--- src/rtl/noise_source_health_test_top_macros.svh ---
// assertion macros for the noise source health test block
// used by the rtl files that carry concurrent checks; needs clk and rst in scope
`ifndef NOISE_SOURCE_HEALTH_TEST_TOP_MACROS_SVH
`define NOISE_SOURCE_HEALTH_TEST_TOP_MACROS_SVH
`ifndef SYNTHESIS
// check that is off while rst is high
`define NSHT_ASSERT(label, prop, msg) \
  label: assert property (@(posedge clk) disable iff (rst) prop) else $error(msg);
// check that also covers the reset cycles
`define NSHT_ASSERT_RST(label, prop, msg) \
  label: assert property (@(posedge clk) prop) else $error(msg);
`else
`define NSHT_ASSERT(label, prop, msg)
`define NSHT_ASSERT_RST(label, prop, msg)
`endif
`endif

--- src/rtl/nsht_pkg.sv ---
// shared types and constants of the noise source health test block
// no dependencies; imported by every rtl module of the block
package nsht_pkg;

  localparam int SHORT_WINDOW = 64;
  localparam int LONG_WINDOW  = 4096;

  // window position and match count must hold the window size itself
  localparam int SHORT_POS_W = $clog2(SHORT_WINDOW + 1);
  localparam int LONG_POS_W  = $clog2(LONG_WINDOW + 1);

  localparam int SAMPLE_W  = 8;
  localparam int RUN_W     = 8;
  localparam int COUNT_W   = 16;
  localparam int ADDR_W    = 4;
  localparam int DATA_W    = 32;
  localparam int REG_IDX_W = 2;

  // opcodes
  localparam logic OP_TEST  = 1'b0;
  localparam logic OP_CLEAR = 1'b1;

  // register indexes (byte address 4*index)
  localparam logic [REG_IDX_W-1:0] REG_REPEAT_CUTOFF = 2'd0;
  localparam logic [REG_IDX_W-1:0] REG_SHORT_CUTOFF  = 2'd1;
  localparam logic [REG_IDX_W-1:0] REG_LONG_CUTOFF   = 2'd2;

  localparam logic [RUN_W-1:0]       REPEAT_CUTOFF_RST = 8'd9;
  localparam logic [SHORT_POS_W-1:0] SHORT_CUTOFF_RST  = SHORT_POS_W'(18);
  localparam logic [LONG_POS_W-1:0]  LONG_CUTOFF_RST   = LONG_POS_W'(315);

  typedef struct packed {
    logic [RUN_W-1:0]       repeat_cutoff;
    logic [SHORT_POS_W-1:0] short_cutoff;
    logic [LONG_POS_W-1:0]  long_cutoff;
  } cfg_t;

  typedef struct packed {
    logic long_fail;
    logic short_fail;
    logic repeat_fail;
  } fail_t;

  typedef struct packed {
    logic [2:0]         flags;
    logic [COUNT_W-1:0] total;
    logic [COUNT_W-1:0] repeat_count;
    logic [COUNT_W-1:0] short_count;
    logic [COUNT_W-1:0] long_count;
  } tally_t;

endpackage

--- src/rtl/noise_source_health_test_top.sv ---
// top level of the noise source health test block: stream ports, apb port
// depends on nsht_pkg, nsht_cfg, nsht_tests and nsht_tally
//
// Online health checks for a stream of noise bytes. Each input word is either a byte to test
// (tuser = 0) or a command that clears the sticky failure flags (tuser = 1). A byte runs
// through a repetition count test and two adaptive proportion tests (64 and 4096 sample
// windows), and each input word yields exactly one result word with the three per-byte fail
// bits, the sticky flags and four 16-bit wrapping failure counters as they stand after that
// word. One word is taken per clock cycle while the result stream is not stalled; a word goes
// from the input register to the result register, which holds its result valid on the output.
// The update of the test state (run counter and window counters, each one compare and one
// increment) sets that rate. The output register keeps its word while the sink stalls and
// the input register takes the next word meanwhile. No clearing pass follows reset. The user
// writes the cutoffs through the apb port only while the stream is idle (the block does not
// enforce it): 0x0 repetition cutoff, 0x4 short window cutoff, 0x8 long window cutoff.
module noise_source_health_test_top
  import nsht_pkg::*;
(
  input  logic              clk,
  input  logic              rst,
  // input stream
  input  logic              s_tvalid,
  output logic              s_tready,
  input  logic [7:0]        s_tdata,   // [7:0] sample
  input  logic              s_tuser,   // [0] opcode
  // result stream
  output logic              m_tvalid,
  input  logic              m_tready,
  // [0] repeat_fail, [1] short_window_fail, [2] long_window_fail, [5:3] sticky_flags,
  // [21:6] total_failures, [37:22] repeat_failures, [53:38] short_window_failures,
  // [69:54] long_window_failures, [71:70] zero
  output logic [71:0]       m_tdata,
  // configuration
  input  logic              psel,
  input  logic              penable,
  input  logic              pwrite,
  input  logic [ADDR_W-1:0] paddr,
  input  logic [DATA_W-1:0] pwdata,
  output logic [DATA_W-1:0] prdata,
  output logic              pready
);

  // input register
  logic                in_valid;
  logic                in_opcode;
  logic [SAMPLE_W-1:0] in_sample;

  cfg_t   cfg;
  fail_t  fails;
  tally_t tally_next;
  logic   advance;

  // the held word moves on when the result register is free or being drained
  assign advance  = in_valid && (!m_tvalid || m_tready);
  assign s_tready = !in_valid || advance;

  always_ff @(posedge clk) begin
    if (rst) begin
      in_valid <= 1'b0;
    end else if (s_tvalid && s_tready) begin
      in_valid <= 1'b1;
    end else if (advance) begin
      in_valid <= 1'b0;
    end
  end

  always_ff @(posedge clk) begin
    if (s_tvalid && s_tready) begin
      in_opcode <= s_tuser;
      in_sample <= s_tdata;
    end
  end

  nsht_cfg u_cfg (
    .clk     (clk),
    .rst     (rst),
    .psel    (psel),
    .penable (penable),
    .pwrite  (pwrite),
    .paddr   (paddr),
    .pwdata  (pwdata),
    .prdata  (prdata),
    .pready  (pready),
    .cfg     (cfg)
  );

  nsht_tests u_tests (
    .clk    (clk),
    .rst    (rst),
    .en     (advance),
    .opcode (in_opcode),
    .sample (in_sample),
    .cfg    (cfg),
    .fails  (fails)
  );

  nsht_tally u_tally (
    .clk        (clk),
    .rst        (rst),
    .en         (advance),
    .opcode     (in_opcode),
    .fails      (fails),
    .tally_next (tally_next)
  );

  // result register
  always_ff @(posedge clk) begin
    if (rst) begin
      m_tvalid <= 1'b0;
    end else if (advance) begin
      m_tvalid <= 1'b1;
    end else if (m_tready) begin
      m_tvalid <= 1'b0;
    end
  end

  always_ff @(posedge clk) begin
    if (advance) begin
      m_tdata <= {2'b00,
                  tally_next.long_count,
                  tally_next.short_count,
                  tally_next.repeat_count,
                  tally_next.total,
                  tally_next.flags,
                  fails.long_fail,
                  fails.short_fail,
                  fails.repeat_fail};
    end
  end

endmodule

--- src/rtl/nsht_cfg.sv ---
// apb register file: repetition cutoff and the two window cutoffs
// depends on nsht_pkg
module nsht_cfg
  import nsht_pkg::*;
(
  input  logic              clk,
  input  logic              rst,
  input  logic              psel,
  input  logic              penable,
  input  logic              pwrite,
  input  logic [ADDR_W-1:0] paddr,
  input  logic [DATA_W-1:0] pwdata,
  output logic [DATA_W-1:0] prdata,
  output logic              pready,
  output cfg_t              cfg
);

  logic                 wr;
  logic [REG_IDX_W-1:0] idx;

  assign pready = 1'b1;
  assign wr     = psel && penable && pwrite;
  assign idx    = paddr[ADDR_W-1:2];

  always_ff @(posedge clk) begin
    if (rst) begin
      cfg.repeat_cutoff <= REPEAT_CUTOFF_RST;
      cfg.short_cutoff  <= SHORT_CUTOFF_RST;
      cfg.long_cutoff   <= LONG_CUTOFF_RST;
    end else if (wr) begin
      case (idx)
        REG_REPEAT_CUTOFF: cfg.repeat_cutoff <= pwdata[RUN_W-1:0];
        REG_SHORT_CUTOFF:  cfg.short_cutoff  <= pwdata[SHORT_POS_W-1:0];
        REG_LONG_CUTOFF:   cfg.long_cutoff   <= pwdata[LONG_POS_W-1:0];
        default: ;
      endcase
    end
  end

  always_comb begin
    case (idx)
      REG_REPEAT_CUTOFF: prdata = DATA_W'(cfg.repeat_cutoff);
      REG_SHORT_CUTOFF:  prdata = DATA_W'(cfg.short_cutoff);
      REG_LONG_CUTOFF:   prdata = DATA_W'(cfg.long_cutoff);
      default:           prdata = '0;
    endcase
  end

endmodule

--- src/rtl/nsht_tests.sv ---
// repetition count test and the two adaptive proportion windows
// depends on nsht_pkg and the assertion macro header
`include "noise_source_health_test_top_macros.svh"
module nsht_tests
  import nsht_pkg::*;
(
  input  logic                clk,
  input  logic                rst,
  input  logic                en,
  input  logic                opcode,
  input  logic [SAMPLE_W-1:0] sample,
  input  cfg_t                cfg,
  output fail_t               fails
);

  logic [SAMPLE_W-1:0]    run_value;
  logic [RUN_W-1:0]       run_length;
  logic [SAMPLE_W-1:0]    short_reference;
  logic [SHORT_POS_W-1:0] short_position;
  logic [SHORT_POS_W-1:0] short_matches;
  logic [SAMPLE_W-1:0]    long_reference;
  logic [LONG_POS_W-1:0]  long_position;
  logic [LONG_POS_W-1:0]  long_matches;

  logic                   test;
  logic                   run_same;
  logic [RUN_W-1:0]       run_length_next;
  logic                   short_wrap;
  logic                   short_hit;
  logic [SHORT_POS_W-1:0] short_matches_next;
  logic                   long_wrap;
  logic                   long_hit;
  logic [LONG_POS_W-1:0]  long_matches_next;

  assign test = (opcode == OP_TEST);

  // run length saturates at its top value
  assign run_same        = (run_value == sample);
  assign run_length_next = (run_length == {RUN_W{1'b1}}) ? run_length : run_length + 1'b1;

  assign short_wrap         = (short_position >= SHORT_POS_W'(SHORT_WINDOW));
  assign short_hit          = (short_reference == sample);
  assign short_matches_next = short_matches + 1'b1;

  assign long_wrap         = (long_position >= LONG_POS_W'(LONG_WINDOW));
  assign long_hit          = (long_reference == sample);
  assign long_matches_next = long_matches + 1'b1;

  assign fails.repeat_fail = test && run_same && (run_length_next >= cfg.repeat_cutoff);
  assign fails.short_fail  = test && !short_wrap && short_hit
                             && (short_matches_next > cfg.short_cutoff);
  assign fails.long_fail   = test && !long_wrap && long_hit
                             && (long_matches_next > cfg.long_cutoff);

  always_ff @(posedge clk) begin
    if (rst) begin
      run_value       <= '0;
      run_length      <= '0;
      short_reference <= '0;
      short_position  <= '0;
      short_matches   <= '0;
      long_reference  <= '0;
      long_position   <= '0;
      long_matches    <= '0;
    end else if (en && test) begin
      if (run_same) begin
        run_length <= run_length_next;
      end else begin
        run_value  <= sample;
        run_length <= RUN_W'(1);
      end
      // window full: this byte becomes the new reference
      if (short_wrap) begin
        short_reference <= sample;
        short_position  <= '0;
        short_matches   <= '0;
      end else begin
        short_position <= short_position + 1'b1;
        if (short_hit) begin
          short_matches <= short_matches_next;
        end
      end
      if (long_wrap) begin
        long_reference <= sample;
        long_position  <= '0;
        long_matches   <= '0;
      end else begin
        long_position <= long_position + 1'b1;
        if (long_hit) begin
          long_matches <= long_matches_next;
        end
      end
    end
  end

  `NSHT_ASSERT(a_short_matches_bound, short_matches <= short_position, "short matches beyond position")
  `NSHT_ASSERT(a_long_matches_bound, long_matches <= long_position, "long matches beyond position")
  `NSHT_ASSERT(a_run_started, (en && test) |=> (run_length != '0), "run length zero after a sample")
  `NSHT_ASSERT(a_clear_keeps_run, (en && !test) |=> $stable(run_length), "clear changed run state")
  `NSHT_ASSERT_RST(a_reset_run, rst |=> (run_length == '0), "run length not cleared by reset")

endmodule

--- src/rtl/nsht_tally.sv ---
// sticky failure flags and the wrapping failure counters
// depends on nsht_pkg
module nsht_tally
  import nsht_pkg::*;
(
  input  logic   clk,
  input  logic   rst,
  input  logic   en,
  input  logic   opcode,
  input  fail_t  fails,
  output tally_t tally_next
);

  tally_t     tally;
  logic [1:0] fail_count;

  assign fail_count = 2'(fails.repeat_fail) + 2'(fails.short_fail) + 2'(fails.long_fail);

  always_comb begin
    tally_next = tally;
    if (opcode == OP_CLEAR) begin
      tally_next.flags = '0;
    end else begin
      tally_next.flags        = tally.flags | fails;
      tally_next.total        = tally.total + COUNT_W'(fail_count);
      tally_next.repeat_count = tally.repeat_count + COUNT_W'(fails.repeat_fail);
      tally_next.short_count  = tally.short_count + COUNT_W'(fails.short_fail);
      tally_next.long_count   = tally.long_count + COUNT_W'(fails.long_fail);
    end
  end

  always_ff @(posedge clk) begin
    if (rst) begin
      tally <= '0;
    end else if (en) begin
      tally <= tally_next;
    end
  end

endmodule
--- config.mk ---
export PLATFORM = sky130hd
export DESIGN_NAME = noise_source_health_test_top
export DESIGN_NICKNAME = d
export VERILOG_FILES = /design/src/rtl/nsht_pkg.sv /design/src/rtl/noise_source_health_test_top.sv /design/src/rtl/nsht_cfg.sv /design/src/rtl/nsht_tests.sv /design/src/rtl/nsht_tally.sv
export VERILOG_INCLUDE_DIRS = /design/src /design/src/rtl
export SDC_FILE = /design/constraint.sdc
export NUM_CORES = 1
export LEC_CHECK = 0
export BUFFER_PORTS_ARGS = -buffer_cell sky130_fd_sc_hd__buf_2
export CAP_MARGIN = 20
export CORE_UTILIZATION = 63
export CTS_BUF_LIST = sky130_fd_sc_hd__clkbuf_4 sky130_fd_sc_hd__clkbuf_8
export CTS_CLUSTER_SIZE = 24
export DETAILED_ROUTE_END_ITERATION = 10
export PLACE_DENSITY = 0.86
export SLEW_MARGIN = 10
export SYNTH_ARGS = -nofsm -noshare
export SYNTH_HDL_FRONTEND = slang
export SYNTH_SLANG_ARGS = --single-unit
--- constraint.sdc ---
create_clock -name clk -period 6.8 [get_ports clk]
set_input_delay 0.34 -clock clk [delete_from_list [all_inputs] [get_ports clk]]
set_output_delay 0.34 -clock clk [all_outputs]
set_load 0.05 [all_outputs]
==> results of run 1 <==
[cells in the mapped netlist, types with 5 or more instances]
| cell | count |
|---|---|
| a2111o_1 | 5 |
| a21oi_1 | 65 |
| and2_1 | 18 |
| and3_1 | 21 |
| buf_1 | 7 |
| buf_2 | 13 |
| buf_4 | 22 |
| clkbuf_1 | 52 |
| dfxtp_1 | 169 |
| edfxtp_1 | 79 |
| ha_1 | 43 |
| inv_1 | 52 |
| mux2_2 | 9 |
| mux2i_1 | 22 |
| nand2_1 | 147 |
| nand2b_1 | 8 |
| nand3_1 | 71 |
| nand3b_1 | 7 |
| nand4_1 | 37 |
| nor2_1 | 128 |
| nor2b_1 | 6 |
| nor3_1 | 43 |
| nor3b_1 | 6 |
| nor4_1 | 12 |
| o211ai_1 | 8 |
| o21a_1 | 6 |
| o21ai_0 | 26 |
| o311ai_0 | 7 |
| or3_1 | 9 |
| or4_1 | 5 |
| xnor2_1 | 85 |
| xor2_1 | 76 |
[critical path, cell delays in order (launching register included)]
cell      delay (ns)
dfxtp_1         0.44
ha_1            0.27
and4_1          0.25
nand4_1         0.32
nand4_1         0.28
xnor2_1         0.18
ha_1            0.29
a211oi_1        0.22
o21ai_0         0.11
a221oi_1        0.59
or4_1           0.22
fa_1            0.40
inv_1           0.07
ha_1            0.18
fa_1            0.22
and3b_1         0.37
and4bb_2        0.35
nand4_1         0.13
xor2_1          0.20
nor2_1          0.05
[power breakdown]
group	total [uW]	internal (uW)	switching (uW)
logic	294	75.8	218
clock network	1340	765	579
registers	1600	1570	31.8
total	3240	2410	829
[per-layer routing]
layer,wire [um],up-vias
met5,0,-
li1,-,4751
met2,12600,262
met1,11000,4551
met3,1180,39
met4,488,0
[metrics by stage]
stage / cell area [um^2] / hold WS [ns] / utilization (%)
2_1_floorplan: 12400 / 0.426 / -
3_3_place_gp: 13000 / 0.445 / 68.4
3_5_place_dp: 13000 / 0.457 / 68.4
4_1_cts: 13900 / 0.0153 / 73.3
5_1_grt: 13900 / 0.0327 / 73.3
6_report: 13900 / 0.0351 / 73.3
[flip-flops by register name, indices dropped and copies added, names as in the netlist, 7 cells and up]
register,cells
in_sample,8
m_tdata,70
u_cfg.cfg,28
u_tally.tally,67
u_tests.long_matches,13
u_tests.long_position,13
u_tests.long_reference,8
u_tests.run_length,8
u_tests.run_value,8
u_tests.short_matches,7
u_tests.short_position,7
u_tests.short_reference,8
[cell type report]
type                    instances  share of cell area [%]
clock inverters                 3                   0.144
inverters                      53                    1.45
flip-flops and latches        248                    41.4
clock buffers                  69                    5.98
multi-input cells             950                    43.4
well taps                     260                    2.34
repair buffers                132                    5.24
[layout by cell type (no fill, tap or decap), drive strengths merged, types with 5 or more instances in the layout]
| cell type | instances |
|---|---|
| dfxtp | 169 |
| nand2 | 147 |
| nor2 | 128 |
| buf | 123 |
| xnor2 | 85 |
| edfxtp | 79 |
| xor2 | 76 |
| nand3 | 71 |
| clkbuf | 69 |
| a21oi | 65 |
| inv | 52 |
| nor3 | 46 |
| ha | 43 |
| nand4 | 37 |
| o21ai | 27 |
| mux2i | 22 |
| conb | 22 |
| and3 | 21 |
| and2 | 18 |
| nor4 | 16 |
| mux2 | 9 |
| or3 | 9 |
| dlygate4sd3 | 9 |
| nand2b | 8 |
| o211ai | 8 |
| o311ai | 8 |
| nand3b | 7 |
| nor3b | 7 |
| nor2b | 6 |
| o21a | 6 |
| or4 | 5 |
| a2111o | 5 |
[kinds of logic after synthesis]
| group | after synthesis |
|---|---|
| other | 2 |
| adder cells (fa/ha/maj) | 45 |
| flip-flops | 248 |
| XOR/XNOR | 161 |
| multiplexers | 31 |
| AO/OA/AOI/OAI | 148 |
| AND/OR/NAND/NOR | 543 |
| buffers and inverters | 147 |
[worst min path at each step]
stage	startpoint	endpoint	slack, ns
after floorplan	u_tally.tally[64]	u_tally.tally[64]	0.43
after global placement	u_tally.tally[64]	u_tally.tally[64]	0.44
after detailed placement	u_tally.tally[64]	u_tally.tally[64]	0.46
after CTS	s_tvalid	in_valid	0.02
after global routing	s_tvalid	in_valid	0.03
final	s_tvalid	in_valid	0.04
==> summary.md, run 1 <==
| Metric | Value |
|---|---|
| Placer Congestion | about 0.89 |
| Congestion Overflow GR | 0 |
| Ys Warns | 0 |
| Final worst slack | roughly 1.5 ns |
| First-pass GRT wire length | 41400 um |
| Iter 0 DRT Violations | approximately 600 |
| Most common flop cell mapped by yosys | dfxtp_1 |
| Crit path to | u_tally.tally[62] |
| # diodes | 0 |
| M3 GR Usage | between 3 and 4% |
| #FFs+latches synth | 248 |
| Top cells by area, synth | dfxtp_1 27%, edfxtp_1 19%, xnor2_1 6.0%, xor2_1 5.4%, nand2_1 4.5% |
| Clock Tree Buf Depth | 3 |
| CTS sink count | approximately 250 |
| Cell Area, Synth | between 10000 and 15000 um^2 |
| Number of I/O port buffers | 115 |
| Post-synth EDFFs | 79 |
| Via count | ~9600 |
| Routed vias/inst | roughly 5.6 |
| Mean Syn Cell Area | 9.33 um^2 |
| Run status | completed |
| # DRC | 0 |
| Post-Route WL | between 20000 and 30000 um |
| Post-synthesis sequential area ratio | approximately 47% |
| Total GRT Usage | approximately 25% |
| TritonCTS clock tree | done |
| XOR/XNOR share of the synthesized area | a little under an eighth |
| Pwr Total | 3240 uW |
| Post-CTS setup buffer count | 0 |
| Critical path type | flop to flop |
| Fillers | 1360 |
| Setup slack at placement | around 1.5 ns |
| CP max FO | 9 |
| Post-route ant nets | 0 |
| Met1 usage | about a third |
| Clk root buf | clkbuf_8 |
| Initial antenna violation count | 0 |
| CTS Hold Bufs | 9 |
| Die Ht | about 140 um |
| Fmax | 189 MHz |
| Async S/R FF share, synth | 0% |
| Num CTS Buffers | 40 |
| Post-route setup TNS | 0 ns |
| WL/cell | roughly 15 um |
| Placed insts | 1634 |
| RSZ-0062 raised after global routing | no |
| Final min period | 5.29 ns |
| R2r endpoint | u_tally.tally[62] |
| Final setup violation count | 0 |
| Worst Path Arrival | 5.69 ns |
| Power per cell area | 233 nW/um^2 |
| Core area | between 15000 and 20000 um^2 |
| Tightest Pin Transition | 1.12 ns |
| Max-cap viol count | 0 |
| Netlist cell types | 69 |
| Finished Layout Cells | 1715 |
| Leakage | 0.00540 uW |
| Share of cells above drive strength 1 | 15.3% |
| Fin. max-slew vios | 0 |
| Compound-Gate Fraction of Synth Area | under 10% |
| Grt peak-use layer | met2 |
| Nets@finish | 1522 |
| Worst vdd ir | between 0.15 and 0.2 mV |
| Largest net degree at the start of global routing | 109 |
| CP required | 7.20 ns |
| Later-pin clock latency in the skew report | 0.55 ns |
| Reg2reg path depth | 19 |
| Multi-input logic area | 6040 um^2 |
| Setup crit end kind | flop |
| Area added between synthesis and finish | 12.4% |
| Post-Synthesis Cells | 1325 |
| Starting Density | 65.2% |
| Area share of fa/ha/maj cells after synthesis | 4.68% |
| First drt pass iteration count | 6 |
| Hold Vio Cnt, Final | 0 |
| Die area | 20200 um^2 |
| Clock transition at the registers of the reported paths | 0.07 ns |
| DP Wirelength | 16400 um |
| Worst hold path type | input pin to flop |
| Vias in the first global route | ~9000 |
| Simple-gate share of the synthesized area | 21.8% |
| H-tree Lvls | 2 |
| Clock skew | 0.0284 ns |
| RR Startpoint | u_tests.run_length[0] |
| FP Rows | 50 |
| Setup crit start kind | flop |
| GR Util met2 | 43.9% |
| Period utilisation layout | between 70 and 80% |
| Top cell type's share of synthesized area | roughly 27% |
| Area leader, netlist | dfxtp_1 |
| FF/Latch Area | 5760 um^2 |
| Post-synthesis mux area share | 2.60% |
| Hold Path Depth | 3 |
| Flop-to-flop setup slack | roughly 1.5 ns |
| Main combinational cell family by area after synthesis | simple AND/OR/NAND/NOR gates |
| Resized cells post-CTS | 0 |
| # IOs | 159 |
| Critical Path Start | u_tests.run_length[0] |
| Max-slew headroom | 25.1% |
| Die Wd | 142 um |
Note: power is estimated with default switching activity, not from simulation.
==> run 2: changes to the inputs <==
Settings changed: ABC_AREA set to 1, CORE_UTILIZATION 63 to 54, PLACE_DENSITY 0.86 to 0.78.
Clock period 6.8 ns to 4.3 ns, I/O delays scaled along.
==> summary.md, run 2 <==
| Metric | Value |
|---|---|
| Post-route setup TNS | 0 ns |
| Routed vias/inst | 5.14 |
| Period utilisation layout | about 94% |
| Worst vdd ir | 0.220 mV |
| Int Power | 4010 uW |
| Post-Route WL | about 27000 um |
| CP required | 4.60 ns |
| Setup crit start kind | flop |
| Later-pin clock latency in the skew report | 0.57 ns |
| Critical path type | flop to flop |
| Mean Syn Cell Area | 7.71 um^2 |
| Worst hold path type | input pin to flop |
| Switch Pwr | 1480 uW |
| Combinational share of power | 10.4% |
| Fin. max-slew vios | 0 |
| Die Ht | 154 um |
| WL/cell | 12.9 um |
| Tightest Pin Transition | 0.970 ns |
| Post-route ant nets | 0 |
| # diodes | 0 |
| Most common cell after layout, fill and taps aside | nand2_1 |
| CP max FO | 5 |
| Final hold slack | 0.0798 ns |
| Number of I/O port buffers | 115 |
| Max-slew headroom | a little over a third |
| Setup crit end kind | flop |
| Num CTS Buffers | 42 |
| Core area | 22600 um^2 |
| Initial antenna violation count | 0 |
| Placed insts | 1968 |
| Vias in the first global route | ~9900 |
| Starting Density | 55.0% |
| Die Wd | 154 um |
| Power per cell area | 384 nW/um^2 |
| #FFs+latches synth | 248 |
| FP Rows | 55 |
| Final worst slack | 0.275 ns |
| First-pass GRT wire length | 45100 um |
| First drt pass iteration count | 5 |
| Ys Warns | 0 |
| Most common flop cell mapped by yosys | dfxtp_1 |
| Area share of fa/ha/maj cells after synthesis | 4.64% |
| Area added between synthesis and finish | 15.0% |
| Clock transition at the registers of the reported paths | 0.06 ns |
| Clock skew | just over 0.03 ns |
| Leakage | 0.00649 uW |
| Post-synthesis mux area share | 0% |
| Die area | between 20000 and 25000 um^2 |
| Top-count cell post-synth | nand2_1 |
| Compound-Gate Fraction of Synth Area | about an eighth |
| Top Registers | m_tdata (70), u_tally.tally (67), u_cfg.cfg (28) |
| # IOs | 159 |
| Via count | roughly 11000 |
| XOR/XNOR share of the synthesized area | between 4 and 5% |
| CTS sink count | 248 |
| Placer Congestion | 0.888 |
| Setup slack at placement | roughly 0.17 ns |
| Finished Layout Cells | ~2100 |
| Top cell type's share of synthesized area | approximately 27% |
| Post-synth EDFFs | 79 |
| Post-Synthesis Cells | ~1600 |
| Netlist cell types | 43 |
| Share of cells above drive strength 1 | approximately an eighth |
| Run status | completed |
| # DRC | 0 |
| Clock share of power | between 40% and 50% |
| Final setup violation count | 0 |
| Fillers | 1857 |
| Cell Area, Synth | 12400 um^2 |
| TritonCTS clock tree | done |
| Top cells by area, synth | dfxtp_1 27%, edfxtp_1 19%, nand2_1 10%, inv_1 7.2%, a21oi_1 5.6% |
| Switching share of total power | 27.0% |
| Clk root buf | clkbuf_8 |
| Max-cap viol count | 0 |
| Top cells by count, synth | 339 x nand2_1, 239 x inv_1, 169 x dfxtp_1, 152 x nor2_1, 140 x a21oi_1 |
| Congestion Overflow GR | 0 |
| Post-synthesis sequential area ratio | 46.2% |
| Nets@finish | 1848 |
| Fmax | 248 MHz |
| DP Wirelength | 18100 um |
| Clock Tree Buf Depth | 3 |
| RSZ-0062 raised after global routing | no |
| Most flops, register | m_tdata |
| Final min period | 4.03 ns |
| Area leader, netlist | dfxtp_1 |
| Simple-gate share of the synthesized area | 22.6% |
| Worst Path Arrival | approximately 4.3 ns |
| Main combinational cell family by area after synthesis | simple AND/OR/NAND/NOR gates |
| Largest net degree at the start of global routing | slightly above 70 |
| Hold Vio Cnt, Final | 0 |
| H-tree Lvls | 2 |
| Async S/R FF share, synth | 0% |
| Reg power frac | 47.2% |
| Iter 0 DRT Violations | between 500 and 600 |
| Total GRT Usage | 23.0% |
| Flip-flop count of the largest register after layout | 70 |
| Commonest non-fill, non-tap cells in the layout | 338 x nand2_1, 238 x inv_1, 169 x dfxtp_1 |
| Utilization after layout | between 60% and 70% |
-- run 2: cell families (layout without fill, tap and decap cells) --
group,count (synthesis),in the layout
AND/OR/NAND/NOR,665,665
buffers and inverters,315,465
AO/OA/AOI/OAI,283,283
flip-flops,248,248
XOR/XNOR,57,57
adder cells (fa/ha/maj),45,45
other,2,22
-- run 2: metrics by stage --
stage | cell area, um^2 | power (uW)
after floorplan | 12500 | 3080
after global placement | 13100 | 3180
after detailed placement | 13100 | 3200
after CTS | 14300 | 5540
after global routing | 14300 | 5720
final | 14300 | 5500
-- run 2: metal layers --
metal | global-route usage [%] | share of wire [%] | wire length (um)
met1 | 28.6 | 44 | 11900
met2 | 40.1 | 48 | 13000
met3 | 3.61 | 4.7 | 1250
met4 | 8.62 | 2.5 | 657
met5 | 0 | 0 | 0
-- run 2: worst paths after layout --
check / startpoint / end / slack, ns / cells past startpoint
worst min register to register: u_tests.short_position[5] / u_tests.short_position[6] / 0.47 / 2
worst min-delay path: m_tready / m_tvalid / 0.08 / 4
worst max-delay path: u_tests.short_matches[0] / m_tdata[12] / 0.27 / 19
worst max register to register: u_tests.short_matches[0] / m_tdata[12] / 0.27 / 19
-- run 2: power groups by stage --
| stage | logic [uW] | registers (uW) | clock network [uW] |
|---|---|---|---|
| 2_1_floorplan | 330 | 2750 | 0 |
| 3_3_place_gp | 542 | 2640 | 0 |
| 3_5_place_dp | 556 | 2650 | 0 |
| 4_1_cts | 573 | 2600 | 2370 |
| 5_1_grt | 630 | 2610 | 2480 |
| 6_report | 574 | 2600 | 2330 |
-- run 2: area by class of cell --
class	count	area [um^2]	share of cell area (%)
clock buffers	60	763	5.33
clock inverters	18	181	1.27
inverters	241	905	6.32
multi-input cells	1072	5480	38.3
flip-flops and latches	248	5760	40.2
well taps	285	357	2.49
repair buffers	146	866	6.05
-- run 2: worst max-delay path, stage by stage (launching register included) --
cell and delay, ns:
dfxtp_1 0.38, ha_1 0.21, nand3_1 0.12, nor3_1 0.21
xor2_1 0.13, ha_1 0.30, nand2_1 0.07, nor2_1 0.14
nand2_1 0.08, o211ai_1 0.11, nand3_1 0.17, fa_1 0.56
inv_1 0.04, ha_1 0.22, fa_2 0.39, nand3_1 0.14
nor2_1 0.08, or2_2 0.28, nand2_1 0.08, inv_1 0.04
-- run 2: repair_timing --
action,CTS,global route
buffers inserted,0,1
hold endpoints to repair,36,0
endpoints found under the setup margin,0,7
hold buffers,23,0
resized for setup,0,4
==> run 3: changes to the inputs <==
Settings changed: CELL_PAD_IN_SITES_DETAIL_PLACEMENT set to 1, CELL_PAD_IN_SITES_GLOBAL_PLACEMENT set to 1, CORE_UTILIZATION 54 to 40, PLACE_DENSITY 0.78 to not set, PLACE_DENSITY_LB_ADDON set to 0.1.
==> summary.md, run 3 (synthesized netlist as in run 2, its figures left out) <==
| Metric | Value |
|---|---|
| Run status | completed |
| First drt pass iteration count | 4 |
| Congestion Overflow GR | 0 |
| Tightest Pin Transition | approximately 0.98 ns |
| # DRC | 0 |
| Final worst slack | 0.201 ns |
| TritonCTS clock tree | done |
| Worst path most repeated cell | ha_1 |
| Max-cap viol count | 0 |
| Worst hold path type | input pin to flop |
| Flip-flop count of the largest register after layout | 70 |
| CTS sink count | 248 |
| Total GRT Usage | 20.4% |
| Post-Route WL | 31700 um |
| CP max stage delay | approximately 0.56 ns |
| Area added between synthesis and finish | 17.2% |
| Iter 0 DRT Violations | 418 |
| Nets@finish | between 1500 and 2000 |
| Share of cells above drive strength 1 | 13.9% |
| Number of I/O port buffers | between 100 and 150 |
| Period utilisation layout | around 95% |
| Die Ht | 178 um |
| Commonest non-fill, non-tap cells in the layout | 338 x nand2_1, 238 x inv_1, 168 x dfxtp_1 |
| Power per cell area | around 380 nW/um^2 |
| Setup crit end kind | flop |
| Leakage | approximately 0.0066 uW |
| Hold Vio Cnt, Final | 0 |
| Final hold slack | 0.126 ns |
| CP required | 4.60 ns |
| Finished Layout Cells | 2196 |
| Clk root buf | clkbuf_8 |
| Final min period | 4.10 ns |
| Vias in the first global route | 10900 |
| Core area | 30600 um^2 |
| Routed vias/inst | 4.88 |
| Final setup violation count | 0 |
| Starting Density | approximately two fifths |
| Utilization after layout | 47.7% |
| Fin. max-slew vios | 0 |
| Initial antenna violation count | 0 |
| Worst Path Arrival | 4.40 ns |
| Clock Tree Buf Depth | 3 |
| Die area | 31800 um^2 |
| Fmax | 244 MHz |
| Critical path type | flop to flop |
| Clock transition at the registers of the reported paths | 0.06 ns |
| # diodes | 0 |
| Slowest CP cell | fa_1 |
| Clock skew | 0.0246 ns |
| CP max FO | 4 |
| Die Wd | about 180 um |
| Multi-input logic area | about 5500 um^2 |
| Most flops, register | m_tdata |
| Fillers | around 3800 |
| FP Rows | 64 |
| FF/Latch Area | 5760 um^2 |
| Largest net degree at the start of global routing | 92 |
| Worst vdd ir | 0.231 mV |
| Flop-to-flop setup slack | 0.20 ns |
| Setup slack at placement | 0.129 ns |
| Top Registers | m_tdata (70), u_tally.tally (67), u_cfg.cfg (28) |
| Placer Congestion | 0.799 |
| Crit path max-delay family | adder cells |
| # IOs | around 160 |
| Via count | between 10000 and 15000 |
| Bufs and invs on worst path | 2 |
| Placed insts | 2084 |
| WL/cell | 14.4 um |
| Max-slew headroom | between 30% and 40% |
| DP Wirelength | around 22000 um |
| Most common cell after layout, fill and taps aside | nand2_1 |
| Setup crit start kind | flop |
| First-pass GRT wire length | 52800 um |
| Num CTS Buffers | 46 |
| Later-pin clock latency in the skew report | 0.57 ns |
| Post-route ant nets | 0 |
| H-tree Lvls | 2 |
| CP cell instances | ha_1, nand3_2, nor3_2, xor2_1, ha_1, nand2_1, nor2_1, nand2_1, o211ai_1, nand3_2, fa_1, inv_1, ha_1, fa_1, nand3_1, nor2_1, nand3b_1, xor2_1, inv_1 |
| Post-route setup TNS | 0 ns |
run 3: worst min-delay path: cells and delay by family:
family	cells	cell delay [ns]
simple gates	4	0.34
buf+inv	1	0.09
run 3: where the power goes:
group | internal [uW] | switching (uW)
sequential | 2530 | 73.5
combinational | 149 | 437
clock | 1320 | 1020
run 3: per-layer routing:
layer,global-route usage [%],share of wire [%],vias to the layer above
met5,0,0,-
met2,35.1,48,140
met3,3.30,3.1,53
li1,-,-,5462
met1,26.3,47,5058
met4,5.51,2.1,0
run 3: area by class of cell:
class	count	area share (%)
clock buffer	72	6.11
clock inverter	13	0.480
inverter	241	6.20
multi-input combinational	1072	37.9
sequential	248	39.5
tap	396	3.40
timing repair buffer	154	6.45
run 3: path summary, 6_finish.rpt:
check	from	endpoint	cells after the start
max	u_tests.short_matches[0]	m_tdata[16]	19
min	penable	u_cfg.cfg[20]	5
max reg2reg	u_tests.short_matches[0]	m_tdata[16]	19
min reg2reg	u_tests.short_reference[6]	u_tests.short_reference[6]	2
run 3: repair_timing:
action	CTS	global route
gates resized for setup	0	14
setup endpoints to repair	0	16
hold buffers	24	0
endpoints found under the hold margin	38	0
buffers inserted	0	3
run 3: through the flow:
step	instance area (um^2)	power (uW)
after floorplan	12500	3080
after global placement	13300	3200
after detailed placement	13300	3220
after CTS	14500	5610
after global routing	14600	5780
final	14600	5530
